===== config.mk =====
export PLATFORM = sky130hd
export DESIGN_NAME = led_bit_plane_shift_word_encoder_flat
export DESIGN_NICKNAME = d
export VERILOG_FILES = /design/src/hdl/bpse_pkg.sv /design/src/hdl/bpse_stream_if.sv /design/src/hdl/led_bit_plane_shift_word_encoder.sv /design/src/hdl/bpse_accum.sv /design/src/hdl/bpse_emit.sv /design/src/flat_wrapper.sv
export VERILOG_INCLUDE_DIRS = /design/src /design/src/hdl
export SDC_FILE = /design/constraint.sdc
export NUM_CORES = 1
export LEC_CHECK = 0
export ABC_AREA = 1
export BUFFER_PORTS_ARGS = -buffer_cell sky130_fd_sc_hd__buf_2
export CAP_MARGIN = 20
export CELL_PAD_IN_SITES_DETAIL_PLACEMENT = 1
export CELL_PAD_IN_SITES_GLOBAL_PLACEMENT = 1
export CORE_MARGIN = 4
export CORE_UTILIZATION = 30
export DETAILED_ROUTE_END_ITERATION = 12
export GPL_ROUTABILITY_DRIVEN = 0
export GPL_TIMING_DRIVEN = 0
export PLACE_DENSITY = 0.66
export SYNTH_ARGS = -nofsm -noshare
export SYNTH_HDL_FRONTEND = slang
export SYNTH_SLANG_ARGS = --single-unit

===== constraint.sdc =====
create_clock -name clk -period 12.45 [get_ports clk]
set_input_delay 2.49 -clock clk [delete_from_list [all_inputs] [get_ports clk]]
set_output_delay 2.49 -clock clk [all_outputs]
set_load 0.02 [all_outputs]

===== src/hdl/assert_macros.svh =====
// Assertion helpers for the RTL files.
`ifndef ASSERT_MACROS_SVH
`define ASSERT_MACROS_SVH

// Check an implication on every rising clock edge outside of reset.
`define ASSERT_PROP(label, clk, rst_n, prop) \
	label: assert property (@(posedge clk) disable iff (!rst_n) prop) \
		else $error("assertion failed");

// Check that a condition never holds outside of reset.
`define ASSERT_NEVER(label, clk, rst_n, cond) \
	label: assert property (@(posedge clk) disable iff (!rst_n) !(cond)) \
		else $error("forbidden condition seen");

`endif


===== src/hdl/bpse_pkg.sv =====
package bpse_pkg;

	localparam int PLANES = 8;
	localparam int ACC_W  = 24;
	localparam int WORD_W = 32;
	localparam int MODULE_WIDTH = 20;

	localparam int ROW_MODULE_COUNT_DEF    = 2;
	localparam int COLUMN_MODULE_COUNT_DEF = 4;

	localparam logic [4:0] LAST_PIXEL  = 5'd19;
	localparam logic [4:0] FIRST_PIXEL = 5'd0;
	localparam logic [4:0] STAGE_GAP_A = 5'd6;
	localparam logic [4:0] STAGE_GAP_B = 5'd13;
	localparam logic [4:0] PULSE_ROW_A = 5'd7;
	localparam logic [4:0] PULSE_ROW_B = 5'd14;

	localparam logic KIND_DATA = 1'b0;
	localparam logic KIND_ROW  = 1'b1;

	typedef struct packed {
		logic [7:0] pixel;
		logic [4:0] pixel_in_module;
		logic [1:0] column_module;
		logic       row_module;
		logic [4:0] row_in_module;
	} in_item_t;

	typedef struct packed {
		logic [2:0]        plane;
		logic              word_kind;
		logic [5:0]        out_row;
		logic [2:0]        slot;
		logic [WORD_W-1:0] word;
		logic              last;
	} out_item_t;

	// Finished segment handed from the accumulator to the emitter.
	typedef struct packed {
		logic [PLANES-1:0][ACC_W-1:0] acc;
		logic [5:0]                   out_row;
		logic [1:0]                   column_module;
		logic                         last_col;
		logic                         top;
		logic [1:0]                   pulses;
	} snap_t;

	// Shift stage of a pixel; stages 0, 7, 15 and 23 stay empty.
	function automatic logic [4:0] stage_of(input logic [4:0] p);
		logic [4:0] s;
		if (p < STAGE_GAP_A) begin
			s = p + 5'd1;
		end else if (p < STAGE_GAP_B) begin
			s = p + 5'd2;
		end else begin
			s = p + 5'd3;
		end
		return s;
	endfunction

endpackage


===== src/hdl/bpse_stream_if.sv =====
interface bpse_stream_if #(
	parameter type payload_t = logic
) ();
	logic     valid;
	logic     ready;
	payload_t payload;

	modport source (output valid, output payload, input ready);
	modport sink (input valid, input payload, output ready);
endinterface


===== src/hdl/led_bit_plane_shift_word_encoder.sv =====
// Bit-plane shift word encoder: takes one pixel request per cycle and spreads its
// eight brightness bits over eight 24-stage plane words. The twentieth pixel of a
// module segment (pixel_in_module 19) emits 8 data words, planes 0 to 7, with bit 31
// set on the last column module; when that segment ends the row, 8 row-select words
// follow. Words leave one per cycle while the receiver is ready, from a single
// output register, fed from the segment register after the closing pixel has left
// the input register. Pixels enter at one per cycle; a closing pixel waits in the
// input register until the last word of the previous segment (8 words, or 16 at
// row end) has moved into the output register. With full 20-pixel segments those
// words drain while the next segment's pixels come in, so pixels flow at one per
// cycle; closing pixels that arrive before those words have drained stall the input,
// as does a stalled receiver. Positions 20 to 31 are taken and dropped.

module led_bit_plane_shift_word_encoder #(
	parameter int ROW_MODULE_COUNT    = bpse_pkg::ROW_MODULE_COUNT_DEF,
	parameter int COLUMN_MODULE_COUNT = bpse_pkg::COLUMN_MODULE_COUNT_DEF
) (
	input  logic          clk,
	input  logic          arst_n,
	bpse_stream_if.sink   pixels,
	bpse_stream_if.source words
);

	// Finished segment, handed from accumulator to emitter.
	logic            snap_valid;
	logic            snap_ready;
	bpse_pkg::snap_t snap;

	// Register the request, fold the pixel into the plane words, close segments.
	bpse_accum #(
		.ROW_MODULE_COUNT    (ROW_MODULE_COUNT),
		.COLUMN_MODULE_COUNT (COLUMN_MODULE_COUNT)
	) u_accum (
		.clk        (clk),
		.arst_n     (arst_n),
		.pixels     (pixels),
		.snap_valid (snap_valid),
		.snap_ready (snap_ready),
		.snap       (snap)
	);

	// Hold the closed segment and advance one word per cycle, while the receiver keeps up, into the output register.
	bpse_emit #(
		.COLUMN_MODULE_COUNT (COLUMN_MODULE_COUNT)
	) u_emit (
		.clk        (clk),
		.arst_n     (arst_n),
		.snap_valid (snap_valid),
		.snap_ready (snap_ready),
		.snap       (snap),
		.words      (words)
	);

endmodule


===== src/hdl/bpse_accum.sv =====
module bpse_accum #(
	parameter int ROW_MODULE_COUNT    = bpse_pkg::ROW_MODULE_COUNT_DEF,
	parameter int COLUMN_MODULE_COUNT = bpse_pkg::COLUMN_MODULE_COUNT_DEF
) (
	input  logic            clk,
	input  logic            arst_n,
	bpse_stream_if.sink     pixels,
	output logic            snap_valid,
	input  logic            snap_ready,
	output bpse_pkg::snap_t snap
);

	localparam logic [7:0] TopRow  = 8'(ROW_MODULE_COUNT * bpse_pkg::MODULE_WIDTH - 1);
	localparam logic [3:0] LastCol = 4'(COLUMN_MODULE_COUNT - 1);

	logic                                         valid_s1;
	bpse_pkg::in_item_t                           item_s1;
	logic [bpse_pkg::PLANES-1:0][bpse_pkg::ACC_W-1:0] acc_q;
	logic [bpse_pkg::PLANES-1:0][bpse_pkg::ACC_W-1:0] acc_nx;
	logic [4:0] stage;
	logic       in_range;
	logic       is_end;
	logic       advance;
	logic [5:0] row_sum;
	logic       rim_zero;
	logic       rim_mid;

	assign in_range = item_s1.pixel_in_module < 5'(bpse_pkg::MODULE_WIDTH);
	assign is_end   = item_s1.pixel_in_module == bpse_pkg::LAST_PIXEL;
	assign advance  = valid_s1 && (!is_end || snap_ready);
	assign pixels.ready = !valid_s1 || advance;
	assign stage    = bpse_pkg::stage_of(item_s1.pixel_in_module);

	always_comb begin
		for (int b = 0; b < bpse_pkg::PLANES; b++) begin
			acc_nx[b] = (item_s1.pixel_in_module == bpse_pkg::FIRST_PIXEL) ? '0 : acc_q[b];
			acc_nx[b][stage] = item_s1.pixel[b];
		end
	end

	assign row_sum  = (item_s1.row_module ? 6'(bpse_pkg::MODULE_WIDTH) : 6'd0)
		+ {1'b0, item_s1.row_in_module};
	assign rim_zero = item_s1.row_in_module == 5'd0;
	assign rim_mid  = (item_s1.row_in_module == bpse_pkg::PULSE_ROW_A)
		|| (item_s1.row_in_module == bpse_pkg::PULSE_ROW_B)
		|| (rim_zero && item_s1.row_module);

	assign snap_valid         = valid_s1 && is_end;
	assign snap.acc           = acc_nx;
	assign snap.out_row       = row_sum;
	assign snap.column_module = item_s1.column_module;
	assign snap.last_col      = {2'b00, item_s1.column_module} == LastCol;
	assign snap.top           = {2'b00, row_sum} == TopRow;
	assign snap.pulses        = 2'd1 + {1'b0, rim_zero} + {1'b0, rim_mid};

	always_ff @(posedge clk or negedge arst_n) begin
		if (!arst_n) begin
			valid_s1 <= 1'b0;
		end else if (pixels.ready) begin
			valid_s1 <= pixels.valid;
		end
	end

	always_ff @(posedge clk) begin
		if (pixels.ready && pixels.valid) begin
			item_s1 <= pixels.payload;
		end
	end

	// Accumulators clear at end of segment, as the snapshot is taken.
	always_ff @(posedge clk or negedge arst_n) begin
		if (!arst_n) begin
			acc_q <= '0;
		end else if (advance && in_range) begin
			acc_q <= is_end ? '0 : acc_nx;
		end
	end

endmodule


===== src/hdl/bpse_emit.sv =====
`include "assert_macros.svh"

module bpse_emit #(
	parameter int COLUMN_MODULE_COUNT = bpse_pkg::COLUMN_MODULE_COUNT_DEF
) (
	input  logic            clk,
	input  logic            arst_n,
	input  logic            snap_valid,
	output logic            snap_ready,
	input  bpse_pkg::snap_t snap,
	bpse_stream_if.source   words
);

	localparam logic [2:0] RowSlot = 3'(COLUMN_MODULE_COUNT);

	bpse_pkg::snap_t     snap_q;
	logic                busy_q;
	logic [3:0]          idx_q;
	bpse_pkg::out_item_t out_q;
	logic                out_valid_q;
	logic                load_out;
	logic                idx_is_last;
	logic                kind;

	assign kind        = idx_q[3];
	assign idx_is_last = snap_q.last_col ? (idx_q == 4'd15) : (idx_q == 4'd7);
	assign load_out    = busy_q && (!out_valid_q || words.ready);
	assign snap_ready  = !busy_q || (load_out && idx_is_last);

	assign words.valid   = out_valid_q;
	assign words.payload = out_q;

	always_ff @(posedge clk or negedge arst_n) begin
		if (!arst_n) begin
			busy_q <= 1'b0;
			idx_q  <= '0;
		end else if (snap_valid && snap_ready) begin
			busy_q <= 1'b1;
			idx_q  <= '0;
		end else if (load_out) begin
			busy_q <= !idx_is_last;
			idx_q  <= idx_is_last ? 4'd0 : idx_q + 4'd1;
		end
	end

	always_ff @(posedge clk) begin
		if (snap_valid && snap_ready) begin
			snap_q <= snap;
		end
	end

	always_ff @(posedge clk or negedge arst_n) begin
		if (!arst_n) begin
			out_valid_q <= 1'b0;
		end else if (load_out) begin
			out_valid_q <= 1'b1;
		end else if (words.ready) begin
			out_valid_q <= 1'b0;
		end
	end

	always_ff @(posedge clk) begin
		if (load_out) begin
			out_q.plane     <= idx_q[2:0];
			out_q.word_kind <= kind ? bpse_pkg::KIND_ROW : bpse_pkg::KIND_DATA;
			out_q.out_row   <= snap_q.out_row;
			out_q.slot      <= kind ? RowSlot : {1'b0, snap_q.column_module};
			out_q.word      <= kind ? {29'd0, snap_q.pulses, snap_q.top}
				: {snap_q.last_col, 7'd0, snap_q.acc[idx_q[2:0]]};
			out_q.last      <= idx_is_last;
		end
	end

	`ASSERT_NEVER(a_row_words_need_last_col, clk, arst_n, busy_q && !snap_q.last_col && idx_q[3])
	`ASSERT_PROP(a_busy_falls_after_last, clk, arst_n, $fell(busy_q) |-> $past(load_out && idx_is_last))
	`ASSERT_PROP(a_idx_wraps, clk, arst_n, (load_out && idx_is_last) |=> (idx_q == 4'd0))

endmodule


===== src/flat_wrapper.sv =====
// flat-port wrapper written by rule: the top's interface ports become plain ports
module led_bit_plane_shift_word_encoder_flat 
#(
	parameter int ROW_MODULE_COUNT    = bpse_pkg::ROW_MODULE_COUNT_DEF,
	parameter int COLUMN_MODULE_COUNT = bpse_pkg::COLUMN_MODULE_COUNT_DEF
)
  (clk, arst_n, pixels_valid, pixels_payload, pixels_ready, words_valid, words_payload, words_ready);
  bpse_stream_if #(.payload_t(bpse_pkg::in_item_t)) pixels_i ();
  bpse_stream_if #(.payload_t(bpse_pkg::out_item_t)) words_i ();
  input  logic clk;
  input  logic arst_n;
  input wire logic [$bits(pixels_i.valid)-1:0] pixels_valid;
  input wire logic [$bits(pixels_i.payload)-1:0] pixels_payload;
  output wire logic [$bits(pixels_i.ready)-1:0] pixels_ready;
  output wire logic [$bits(words_i.valid)-1:0] words_valid;
  output wire logic [$bits(words_i.payload)-1:0] words_payload;
  input wire logic [$bits(words_i.ready)-1:0] words_ready;
  assign pixels_i.valid = pixels_valid;
  assign pixels_i.payload = pixels_payload;
  assign pixels_ready = pixels_i.ready;
  assign words_valid = words_i.valid;
  assign words_payload = words_i.payload;
  assign words_i.ready = words_ready;
  led_bit_plane_shift_word_encoder #(.ROW_MODULE_COUNT(ROW_MODULE_COUNT), .COLUMN_MODULE_COUNT(COLUMN_MODULE_COUNT)) u_core (.clk(clk), .arst_n(arst_n), .pixels(pixels_i), .words(words_i));
endmodule

==> results of run 1 <==
-- report_power, final --
group          internal [W]  switching, W
Clock              0.000812      0.000662
Sequential          0.00200      0.000150
Combinational      0.000535       0.00121
Total               0.00335       0.00203
-- cells in the final DEF, fill, tap and decap left out, types with 6 or more instances in the layout --
master	instances
dfrtp_1	199
nand2_1	824
clkbuf_1	93
buf_6	12
and2_1	192
conb_1	7
nand3_1	406
o21ai_0	121
nand2_2	15
nor2_1	148
a31oi_1	21
clkbuf_16	51
clkinv_2	11
buf_2	112
clkinv_1	6
edfxtp_1	263
buf_4	29
inv_1	40
o22ai_1	24
nor2_4	9
buf_12	7
ha_1	11
-- worst max-delay path, cell delays in order --
cell	delay (ps)
buf_2	70
inv_1	60
a21oi_4	620
a21oi_1	310
nand2_1	180
buf_2	190
-- layout make-up --
type                       instances  area share (%)
clock inverter                    22          0.6519
buffer                           166           3.435
inverter                          43          0.6276
sequential                       462           50.07
clock buffer                      74           5.492
multi-input combinational       1811           32.73
tap                              959           4.665
timing repair buffer              77           2.335
-- per-stage QoR --
stage	setup WS [ps]	cells	hold slack, ps
global placement	-3850	3506	405.6
global route	5834	3614	433.3
floorplan	1335	2482	400.3
CTS	5995	3613	425.0
detailed placement	5986	3517	423.0
finish	6030	3614	423.0
-- state kept, by name, summed over array words and instances, names as in the netlist --
register / count
u_core.u_emit.busy_q: 1
u_core.u_accum.valid_s1: 1
u_core.u_emit.words.valid: 1
u_core.u_accum.item_s1: 19
u_core.u_emit.words.payload: 38
u_core.u_accum.snap: 2
u_core.u_emit.snap_q: 204
u_core.u_emit.idx_q: 4
u_core.u_accum.acc_q: 192
-- per-layer routing --
metal | share of wire [%] | wire length (um)
met5 | 0 | 0
met1 | 42 | 34980
met4 | 4.0 | 3294
met2 | 49 | 40230
met3 | 5.3 | 4424
-- worst paths after layout --
kind / startpoint / end / slack, ps
max: words_ready / pixels_ready / 6030
min: u_core.u_emit.snap_q[11]$_DFFE_PN_ / u_core.u_emit.words.payload[41]$_DFFE_PP_ / 420
max reg2reg: u_core.u_emit.idx_q[0]$_DFFE_PN0P_ / u_core.u_emit.words.payload[20]$_SDFFCE_PP0P_ / 8740
min reg2reg: u_core.u_emit.snap_q[11]$_DFFE_PN_ / u_core.u_emit.words.payload[41]$_DFFE_PP_ / 420
max in group asynchronous: arst_n / u_core.u_accum.acc_q[144]$_DFFE_PN0P_ / 9360
min in group asynchronous: arst_n / u_core.u_accum.acc_q[82]$_DFFE_PN0P_ / 1910
-- kinds of logic (layout without fill, tap and decap cells) --
family,Yosys count,in the layout
fa+ha+maj,11,11
xor+xnor,5,5
compound gates,177,177
flops,462,462
simple gates,1611,1611
buf+inv,209,382
other cells,1,7
==> key figures, run 1 <==
Global route
  – Grt peak-use layer: met2
  – Largest net degree at the start of global routing: 90
  – Number of global-route vias before repair: 20120
  – Global routing usage on met3: 2.754%
  – Met1 GRT Util: 26.69%
  – Met2 Use GR: 35.72%
  – Global route overflow: 0
  – First-pass GRT wire length: 124700 um
  – Antenna violations before repair: 1
  – GRT Overall Usage: 20.85%

Setup path
  – CP max FO: 21
  – Worst setup EP type: primary output
  – Cells on worst reg2reg path: 8
  – CP Class: in -> out
  – Worst EP arrival: 3930 ps
  – Required time worst endpoint: 9960 ps
  – Worst setup SP type: input pin

Logic synthesis
  – Post-Synth XOR/XNOR Area: 0.1964%
  – Synth Warn #: 0
  – #FFs+latches synth: 462
  – Mux share of post-synthesis cell area: 0%
  – Seq/Total Area, Yosys: 57.75%
  – Area fraction in and, or, nand and nor cells after synthesis: 32.38%
  – Cell area after synthesis: 22300 sq um
  – Synth top cells by count: 824 x nand2_1, 406 x nand3_1, 263 x edfxtp_1, 199 x dfrtp_1, 192 x and2_1
  – Largest family of logic cells by synthesized area: simple AND/OR/NAND/NOR gates
  – Cell taking the most area after synthesis: edfxtp_1
  – Synth Area in Compound Gates: 4.349%
  – Post-Synthesis Cells: 2476
  – Post-synth cell types: 36
  – Number of flops mapped to enable cells by yosys: 263
  – Synth Area per Inst: 9.006 sq um
  – Synth Area in Adders: 0.6172%
  – Top FF cell, synth: edfxtp_1
  – Count leader, synth: nand2_1
  – Synth top area cells: edfxtp_1 35%, dfrtp_1 22%, nand2_1 14%
  – Post-synthesis async set-or-reset flop share: 43.07%
  – Post-synth top area share: 35.42%

Floorplanning
  – Cell Rows: 99
  – Starting density of the core: 30.41%
  – Die area: 78750 sq um
  – I/O pins: 73
  – Die span in y: 280.6 um
  – Core area: 73330 sq um
  – Die X: 280.6 um

Cells and area
  – Nets: 2648
  – Fillers: 8540
  – Seq. cell area: 12880 sq um
  – Layout Utilization: 35.07%
  – Cell area after layout: 25720 sq um
  – Fraction of layout cells with a size suffix above 1: 10.51%
  – Ant. Diodes: 0
  – Multi-input logic area: 8417 sq um
  – Layout area overhead: 15.35%

Route
  – Routed vias: 18920
  – Vias per std cell: 5.235
  – Avg WL per Cell: 22.95 um
  – Antenna viol nets, final: 0
  – Final WL: 82930 um
  – DRC violations left: 0
  – First drt pass iteration count: 5
  – DRT iter0 DRCs: 1555

Clock network
  – TritonCTS Buffers: 51
  – Clk buf depth: 3
  – Clock Pin Slew Worst Setup and Hold Paths: 60 ps
  – H-tree depth: 2
  – Clk Latency, worst-skew pair: 630 ps
  – CTS root buffer: clkbuf_16
  – CTS tree: done
  – CTS Sinks: 462
  – Hold bufs inserted after CTS: 0
  – # resized after CTS: 0
  – Postcts setup bufs: 0

Power and ir drop
  – Leak pwr: 11.60 nW
  – Power Total: 0.005370 W
  – Pwr Density: 208.8 nW/um^2
  – Worst vdd ir: 0.1030 mV

Timing
  – Final critical-path share of the clock period: 51.57%
  – Time the worst path needs with I/O delays and setup: 6420 ps
  – Slew @ Worst Pin: 934.4 ps
  – Unrepaired setup endpoints after global routing: no
  – Setup TNS Final: 0 ps
  – Final setup fails: 0
  – Headroom to the max-slew limit: 37.71%
  – Fin. Hold Viols: 0
  – Max Slew Vio Count: 0
  – FMAX: 155.8 MHz
  – Final Skew: 23.66 ps

Worst hold path
  – Hold Path Class: reg -> reg
  – WHS Path Cells: 0

Outcome
  – Outcome: completed

Place
  – Port Buf Inserts: 65
  – Post-DP Area: 24120 sq um
  – HPWL Detailed: 59000 um

Run
  – MaxCap Viol Count: 0
Power figures use the tool's default switching activity.
==> run 2, diff against run 1 <==
Clock period 12.45 ns to 5.6 ns, I/O delays scaled along.
==> key figures, run 2 (same netlist as run 1, synthesis figures left out) <==
Floorplanning
  – Core area: 73330 sq um
  – Starting density of the core: 30.41%
  – Cell Rows: 99
  – Die span in y: 280.6 um
  – I/O pins: 73
  – Die X: 280.6 um
  – Die area: 78750 sq um

Place
  – Port Buf Inserts: 65
  – Post-DP Area: 24120 sq um
  – HPWL Detailed: 58960 um

Timing
  – Final setup fails: 0
  – Headroom to the max-slew limit: 39.10%
  – Unrepaired setup endpoints after global routing: no
  – Time the worst path needs with I/O delays and setup: 3574 ps
  – FMAX: 279.8 MHz
  – Setup TNS Final: 0 ps
  – Hold WS: 415.5 ps
  – Fin. Hold Viols: 0
  – Slew @ Worst Pin: 911.4 ps
  – Final critical-path share of the clock period: 63.83%
  – Max Slew Vio Count: 0
  – Final Skew: 13.79 ps

Route
  – DRC violations left: 0
  – Final WL: 83030 um
  – Vias per std cell: 5.220
  – Routed vias: 18870
  – Antenna viol nets, final: 0
  – First drt pass iteration count: 5
  – DRT iter0 DRCs: 1524
  – Avg WL per Cell: 22.97 um

Power and ir drop
  – Worst vdd ir: 0.2400 mV
  – Leak pwr: 11.65 nW
  – Pwr Density: 473.3 nW/um^2
  – Power Total: 0.01224 W

Global route
  – GRT Overall Usage: 20.88%
  – First-pass GRT wire length: 124700 um
  – Global route overflow: 0
  – Antenna violations before repair: 1
  – Largest net degree at the start of global routing: 104
  – Number of global-route vias before repair: 20120

Cells and area
  – Commonest non-fill, non-tap cells in the layout: 824 x nand2_1, 406 x nand3_1, 263 x edfxtp_1
  – Fillers: 8549
  – Most common cell after layout, fill and taps aside: nand2_1
  – Layout area overhead: 15.95%
  – Max reg flops: 204
  – Layout Utilization: 35.26%
  – Cell area after layout: 25850 sq um
  – Fraction of layout cells with a size suffix above 1: 10.66%
  – Most flops, register: u_core.u_emit.snap_q
  – Nets: 2647

Clock network
  – H-tree depth: 2
  – CTS root buffer: clkbuf_16
  – Clk buf depth: 3
  – CTS Sinks: 462
  – Clk Latency, worst-skew pair: 630 ps
  – Postcts setup bufs: 0
  – Hold bufs inserted after CTS: 0
  – CTS tree: done
  – Clock Pin Slew Worst Setup and Hold Paths: 60 ps
  – # resized after CTS: 0
  – TritonCTS Buffers: 52

Run
  – MaxCap Viol Count: 0

Setup path
  – CP Class: in -> out
  – Worst setup EP type: primary output
  – Worst EP arrival: 2450 ps
  – CP max FO: 22
  – Required time worst endpoint: 4480 ps
  – Worst setup SP type: input pin
  – R2r setup slk: 2040 ps

Outcome
  – Outcome: completed

Worst hold path
  – Hold Path Class: reg -> reg
run 2: changes by cell type in the layout (fill, tap and decap cells not counted), sizes merged:
cell / previous run / this run
bufinv: 1 / 6
clkinv: 19 / 18
diode: 0 / 1
clkinvlp: 1 / 2
inv: 44 / 45
buf: 167 / 165
clkbuf: 150 / 146
run 2: path summary, 6_finish.rpt:
check	from	end	cells after the start
worst max-delay path	words_ready	pixels_ready	6
max in group asynchronous	arst_n	u_core.u_accum.acc_q[139]$_DFFE_PN0P_	2
worst min-delay path	u_core.u_emit.snap_q[10]$_DFFE_PN_	u_core.u_emit.words.payload[40]$_DFFE_PP_	0
worst min register to register	u_core.u_emit.snap_q[10]$_DFFE_PN_	u_core.u_emit.words.payload[40]$_DFFE_PP_	0
min in group asynchronous	arst_n	u_core.u_accum.acc_q[83]$_DFFE_PN0P_	1
worst max register to register	u_core.u_emit.idx_q[0]$_DFFE_PN0P_	u_core.u_emit.words.payload[20]$_SDFFCE_PP0P_	8
run 2: where the power goes:
group / switching [W] / leakage (nW) / internal [W] / total [W]
clock network: 0.00151 / 0.841 / 0.00205 / 0.00356
logic: 0.00271 / 5.70 / 0.00119 / 0.00390
registers: 0.000332 / 5.11 / 0.00444 / 0.00477
run 2: per-stage QoR:
step,setup WS [ps],std cells
2_1_floorplan,-220.3,2482
3_3_place_gp,-2774,3506
3_5_place_dp,1825,3516
4_1_cts,2001,3614
5_1_grt,1887,3614
6_report,2026,3615
run 2: per-layer routing:
layer	global-route usage, %	vias up	share of wire (%)
li1	-	8540	-
met1	25.99	9491	41
met2	36.19	660	49
met3	3.853	180	6.6
met4	7.809	0	3.9
met5	0	-	0
run 2: cell type report:
cell class | instances | area [sq um] | area share (%)
Multi-Input combinational cell | 1811 | 8428 | 32.60
Inverter | 43 | 173.9 | 0.6727
Clock inverter | 28 | 322.8 | 1.249
Antenna cell | 1 | 2.502 | 0.009679
Clock buffer | 70 | 1409 | 5.449
Buffer | 166 | 883.3 | 3.417
Tap cell | 959 | 1200 | 4.641
Sequential cell | 462 | 12880 | 49.81
Timing Repair Buffer | 75 | 558.0 | 2.158
run 2: worst max-delay path, stage by stage:
cell and delay (ps):
buf_2 160, inv_12 40, a21oi_4 640, a21oi_4 170, nand2_1 150, buf_2 180
